===== src/sv/kpt_ram.sv =====
// Generic simple dual-port RAM: one write port, one registered read port.
`default_nettype none

module kpt_ram #(
  parameter int WIDTH = 8,
  parameter int DEPTH = 16
) (
  input  wire logic                     clk,
  input  wire logic                     we,
  input  wire logic [$clog2(DEPTH)-1:0] waddr,
  input  wire logic [WIDTH-1:0]         wdata,
  input  wire logic [$clog2(DEPTH)-1:0] raddr,
  output      logic [WIDTH-1:0]         rdata
);

  logic [WIDTH-1:0] mem [DEPTH];

  always_ff @(posedge clk) begin
    if (we) begin
      mem[waddr] <= wdata;
    end
    rdata <= mem[raddr];
  end

endmodule

`default_nettype wire


===== config.mk =====
export PLATFORM = sky130hd
export DESIGN_NAME = kpt_ram
export DESIGN_NICKNAME = d
export VERILOG_FILES = /design/src/sv/kpt_ram.sv
export SDC_FILE = /design/constraint.sdc
export NUM_CORES = 1
export LEC_CHECK = 0
export ABC_AREA = 0
export ABC_CLOCK_PERIOD_IN_PS = 3720
export BUFFER_PORTS_ARGS = -buffer_cell sky130_fd_sc_hd__clkbuf_2
export CORE_MARGIN = 2
export CORE_UTILIZATION = 31
export DETAILED_ROUTE_END_ITERATION = 7
export HOLD_SLACK_MARGIN = 0.06
export PLACE_DENSITY = 0.58
export SETUP_SLACK_MARGIN = 0.4
export SLEW_MARGIN = 0
export SYNTH_ARGS = -nofsm -noshare
export SYNTH_HDL_FRONTEND = slang
export SYNTH_SLANG_ARGS = --single-unit

===== constraint.sdc =====
create_clock -name clk -period 3.72 [get_ports clk]
set_clock_uncertainty 0.1 [all_clocks]
set_input_delay 0.558 -clock clk [delete_from_list [all_inputs] [get_ports clk]]
set_output_delay 0.558 -clock clk [all_outputs]
set_load 0.01 [all_outputs]

==> metrics, run 1 <==
outcome finished clean; Fin. Hold Viols 0; final core utilization 0.373; final slew viol count 0; overall routing resource usage 0.125; slew margin rel. 0.349; Pre-antenna DRT Iters 4; CP required just under 4 ns; fmax 480 MHz; worst vdd ir roughly 320 uV; WS Path Type in -> reg; WP data arrival 2.27 ns; Net Sw Frac 0.196; core box area between 0.015 and 0.02 sq mm; R2R Setup Slk roughly 2.2 ns; crit-path max cell delay roughly 0.58 ns; Worst-Margin Slew 0.974 ns; Hold Path Class in -> reg; minimum clock period about 2.1 ns; Syn Nets between 200 and 250; Final ANT Viol Nets 0; Placer Congestion ~0.75; maximum number of pins on one net before global-route repair 33; DRC 0; Site Rows between 40 and 50; RSZ-0062 raised after global routing no; initial antenna violation count 0; CTS tree yes; clk sinks about 140; most used routing layer met1; root buffer cell clkbuf_16; I/O pin cnt 26; vias in the first global route roughly 2.4k; critical path's top delay family buffers and inverters; Pleak about 2.0 nW; P_int a little under 3 mW; Final nets 287; Port Buffers 25; CP startpoint kind primary input; register area share after synthesis 0.778; fin area roughly 0.006 sq mm; P_sw between 0.7 and 0.8 mW; CTS Buffer Depth 2; CP max-delay cell mux4_1; Resized cells post-CTS 0; Congestion Overflow GR 0; DIE AREA around 0.018 sq mm; routed via count between 2k and 2.5k; # H-tree levels 4; Sum Neg Setup Slack 0 ns; met2 Resource Use GR 0.174; placed cell area 0.00551 sq mm; met3 global-route usage 0.0429; Syn Std Cell Area between 0.005 and 0.006 sq mm; crit path cell chain clkbuf_2 > buf_4 > mux4_1 > a22oi_1 > nand2_1; WL final a little over 10000 um; Syn Area/Cell between 20 and 25 sq um; Gate Count Post-Synth around 230; initial core utilization 0.314; post-synth cell types 19; fin crit share 0.560; vias per cell approximately 4.8; Yosys Warn Count 0; # hold bufs at CTS 0; Logic pwr share 0.044; max_cap viols 0; sequential share of power 0.479; HPWL after DPL around 6500 um; width of the chip ~130 um; first-pass GRT wire length 15600 um; post-CTS setup buffers 0; PD cells a little under 600 mW/mm^2; critical path peak fanout 18; # setup viols final 0; clk_lat worst skew just over 0.4 ns; Clk network pwr share 0.477; number of antenna diodes 0; Die Y-Extent between 100 and 150 um; #FFs+latches synth approximately 140; CP endpoint kind flop; drt wl/cell 20.6 um; GRT met1 Usage 0.187; 1st-iter DRT viols 250; buffers and inverters on the worst path 2; Worst-path clk slew ~0.060 ns; Inserted Clock Buffers 17; layout cell share with drive strength beyond 1 0.282; P&R area growth vs syn 18.8%
==> cell usage in the layout, fill, tap and decap left out, drive strengths merged <==
master	synthesis	layout
nor3	4	4
bufinv	0	4
or3b	1	1
dfxtp	8	8
nand3	1	1
inv	0	1
edfxtp	128	128
clkinv	0	6
nor2	13	13
and2b	1	1
nand2b	2	2
clkbuf	0	43
clkinvlp	0	1
nand2	9	9
nand3b	2	2
mux4	32	32
nor2b	1	1
buf	7	6
a22oi	16	16
and2	1	1
==> final cells by class <==
type	count	area [sq um]
fillers	1475	10300
well taps	220	275
clock inverters	12	178
flip-flops and latches	136	4000
clock buffers	18	429
repair buffers	31	170
multi-input cells	83	1060
==> stage by stage <==
| step | worst slack (ns) | cells | hold slack [ns] | power, mW |
|---|---|---|---|---|
| 3_3_place_gp | 1.18 | 470 | 0.556 | 1.91 |
| 5_1_grt | 1.49 | 500 | 0.514 | 3.71 |
| 2_1_floorplan | 1.57 | 229 | 0.529 | 1.84 |
| 6_report | 1.64 | 500 | 0.508 | 3.60 |
| 4_1_cts | 1.59 | 500 | 0.497 | 3.62 |
| 3_5_place_dp | 1.16 | 470 | 0.556 | 1.92 |
==> routing by layer <==
| layer | up-vias | part of all wire | wire length [um] |
|---|---|---|---|
| met5 | - | 0 | 0 |
| met4 | 0 | 0.0077 | 79 |
| met3 | 10 | 0.064 | 655 |
| met2 | 86 | 0.45 | 4640 |
| met1 | 1241 | 0.48 | 4910 |
| li1 | 1053 | - | - |
==> power by group through the flow <==
stage               Clock, mW  Sequential (mW)  Combinational [mW]
floorplan                   0             1.76              0.0870
global placement            0             1.76               0.159
detailed placement          0             1.76               0.162
CTS                      1.73             1.72               0.162
global route             1.81             1.73               0.174
finish                   1.72             1.72               0.158
==> cell usage after synthesis, drive strengths merged <==
master / number / area [sq um]
nor2b: 1 / 6.26
nor3: 4 / 20.0
nand3: 1 / 5.00
nand2b: 2 / 12.5
nor2: 13 / 48.8
nand2: 9 / 33.8
and2: 1 / 6.26
clkdlybuf4s25: 3 / 30.0
and2b: 1 / 7.51
mux4: 32 / 773
a22oi: 16 / 120
nand3b: 2 / 15.0
buf: 7 / 56.3
or3b: 1 / 8.76
dfxtp: 8 / 160
edfxtp: 128 / 3840
==> flip-flops by register name (all words and copies together) (netlist names) <==
name,count
mem,128
rdata,8
==> kinds of logic (layout without fill, tap and decap cells) <==
kind of cell    Yosys count  count (layout)  synth area share
simple gates             35              35            0.0318
buf+inv                  10              61            0.0168
compound gates           16              16            0.0233
mux                      32              32             0.150
flops                   136             136             0.778
==> path summary, 6_finish.rpt <==
| kind | from | end | depth (start not counted) |
|---|---|---|---|
| hold reg to reg | mem[14][7]$_DFFE_PP_ | rdata[7]$_DFF_P_ | 3 |
| hold / removal | wdata[7] | mem[4][7]$_DFFE_PP_ | 1 |
| setup / recovery | raddr[0] | rdata[1]$_DFF_P_ | 5 |
| setup reg to reg | mem[6][0]$_DFFE_PP_ | rdata[0]$_DFF_P_ | 3 |
No activity file was read; power rests on OpenSTA's default activity.
==> run 2: changes to the inputs <==
- ABC_AREA: 0 -> 1
- ABC_CLOCK_PERIOD_IN_PS: 3720 -> 2000
- clock period: 3.72 -> 2 ns (I/O delays scaled with it)
==> metrics, run 2 <==
outcome finished clean (unchanged); buffers and inverters on the worst path 1 (was 2); most numerous cell in the Yosys netlist nand2_1 (was edfxtp_1); WP data arrival 0.93 ns (was 2.27 ns); CP required 1.60 ns (was 3.91 ns); number of antenna diodes 0 (unchanged); most common cell after layout, fill and taps aside nand2_1 (was edfxtp_1); DRC 0 (unchanged); width of the chip 140 um (was 133 um); Congestion Overflow GR 0 (unchanged); vias in the first global route 3768 (was 2429); Port Buffers 25 (unchanged); Pre-antenna DRT Iters 5 (was 4); Sum Neg Setup Slack 0 ns (unchanged); DIE AREA 0.0197 sq mm (was 0.0177 sq mm); Crit. Startpoint rdata[7]$_DFF_P_ (was raddr[0]); Reg with most FFs mem (unchanged); Worst-path clk slew 0.06 ns (about the same); Gate Count Post-Synth 551 (was 229); Die Y-Extent 140 um (was 133 um); Yosys top cell area share 0.667 (was 0.747); Pleak 2.91 nW (was 2.02 nW); WL final 13200 um (was 10300 um); clk_lat worst skew 0.43 ns (was 0.41 ns); placed cell area 0.00620 sq mm (was 0.00551 sq mm); WS Path Type reg -> out (was in -> reg); core box area 0.0181 sq mm (was 0.0164 sq mm); Syn Std Cell Area 0.00577 sq mm (was 0.00515 sq mm); leading post-synthesis cells by cell area edfxtp_1 67%, nand2_1 11%, nand3_1 8.4% (was edfxtp_1 75%, mux4_2 7.9%, mux4_1 7.1%); worst vdd ir 600 uV (was 321 uV); drt wl/cell 15.8 um (was 20.6 um); Resized cells post-CTS 0 (unchanged); crit path cell chain clkbuf_2 (was clkbuf_2 > buf_4 > mux4_1 > a22oi_1 > nand2_1); overall routing resource usage 0.142 (was 0.125); Syn Area/Cell 10.5 sq um (was 22.5 sq um); max_cap viols 0 (unchanged); CTS tree yes (unchanged); CTS Buffer Depth 2 (unchanged); total power draw 6.63 mW (was 3.60 mW); fmax ~750 MHz; most frequent cells in the layout 173 x nand2_1, 128 x edfxtp_1, 100 x inv_1, 97 x nand3_1, 25 x clkbuf_2 (was 128 x edfxtp_1, 25 x clkbuf_2, 18 x mux4_2, 17 x clkbuf_16, 16 x a22oi_1); critical path's top delay family flip-flops (was buffers and inverters); worst r2r path cells 6 (was 3); I/O pin cnt 26 (unchanged); Hold Path Class in -> reg (unchanged); commonest cells in the netlist 173 x nand2_1, 128 x edfxtp_1, 100 x inv_1 (was 128 x edfxtp_1, 18 x mux4_2, 16 x a22oi_1); CP Depth 1 (was 5); Yosys Warn Count 0 (unchanged); CP endpoint kind output port (was flop); P&R area growth vs syn 17.4% (was 18.8%); Final nets 611 (was 287); final core utilization 0.374 (was 0.373); Syn Nets 569 (was 247); HPWL after DPL 8180 um (was 6530 um); slew margin rel. 0.605 (was 0.349); # H-tree levels 4 (unchanged); routed via count 3799 (was 2390); CP max-delay cell dfxtp_1 (was mux4_1); PD cells 980 mW/mm^2 (was 589 mW/mm^2); first-pass GRT wire length 20500 um (was 15600 um); 1st-iter DRT viols 317 (was 250); ys async rst share 0 (unchanged); crit-path max cell delay 0.36 ns (was 0.58 ns); Placer Congestion 0.890 (was 0.751); Site Rows 49 (was 47); minimum clock period ~1.3 ns; EDFF count, synth 128 (unchanged); worst hold margin 0.171 ns (was 0.508 ns); post-synth cell types 12 (was 19); critical path peak fanout 1 (was 18); #FFs+latches synth 136 (unchanged); post-synth top area cell edfxtp_1 (unchanged); initial core utilization 0.319 (was 0.314); clk sinks 136 (unchanged); # setup viols final 0 (unchanged); Inserted Clock Buffers 17 (unchanged); post-CTS setup buffers 0 (unchanged); fin area 0.00677 sq mm (was 0.00611 sq mm); predominant post-synthesis flop cell edfxtp_1 (unchanged); Hold Startpoint raddr[3] (was wdata[7]); # hold bufs at CTS 0 (unchanged); initial antenna violation count 0 (unchanged); max reg flops 128 (unchanged); Fin. Hold Viols 0 (unchanged); Worst-Margin Slew 0.592 ns (was 0.974 ns); RSZ-0062 raised after global routing no (unchanged); Critical R2R Launch mem[3][3]$_DFFE_PP_ (was mem[6][0]$_DFFE_PP_); fin crit share 0.667; layout cell share with drive strength beyond 1 0.121 (was 0.282); Final ANT Viol Nets 0 (unchanged); root buffer cell clkbuf_16 (unchanged); maximum number of pins on one net before global-route repair 65 (was 33); final slew viol count 0 (unchanged); CP startpoint kind flop (was primary input); Largest regs mem: 128 flops, rdata: 8 flops (unchanged); register area share after synthesis 0.694 (was 0.778); hold path depth 3 (was 1); vias per cell 4.56 (was 4.78); fillers 1755 (was 1475)
run 2: report_power, final:
part / internal, mW / leakage, nW / switching [mW] / total [mW]
Combinational: 0.116 / 1.42 / 0.279 / 0.395
Sequential: 3.19 / 1.22 / 0.0214 / 3.21
Clock: 1.92 / 0.270 / 1.11 / 3.03
Total: 5.22 / 2.91 / 1.41 / 6.63
run 2: area by class of cell:
class,count,area [sq um],share of cell area
Tap cell,229,287,0.0423
Clock buffer,19,433,0.0640
Timing Repair Buffer,47,315,0.0466
Multi-Input combinational cell,289,1210,0.179
Sequential cell,136,4000,0.591
Inverter,102,383,0.0566
Clock inverter,12,134,0.0198
run 2: cell families (layout without fill, tap and decap cells):
family                 after synthesis  after routing  synth area share
buffers and inverters              126            180            0.0952
flip-flops                         136            136             0.694
AND/OR/NAND/NOR                    289            289             0.210
run 2: worst paths after layout:
check                                        end  slack [ns]
worst max register to register  rdata[3]$_DFF_P_        0.80
worst max-delay path                    rdata[7]        0.67
worst min-delay path            rdata[6]$_DFF_P_        0.17
worst min register to register  rdata[5]$_DFF_P_        0.55
run 2: stage by stage:
step,worst slack [ns],std cells
after floorplan,0.649,551
after global placement,0.367,803
after detailed placement,0.343,803
after CTS,0.645,834
after global routing,0.629,834
final,0.665,834
run 2: routing by layer:
metal | share of wire | GRT usage | vias to the layer above
met2 | 0.46 | 0.225 | 119
met3 | 0.065 | 0.0397 | 29
met1 | 0.45 | 0.178 | 1797
met5 | 0 | 0 | -
li1 | - | - | 1854
met4 | 0.025 | 0.0718 | 0
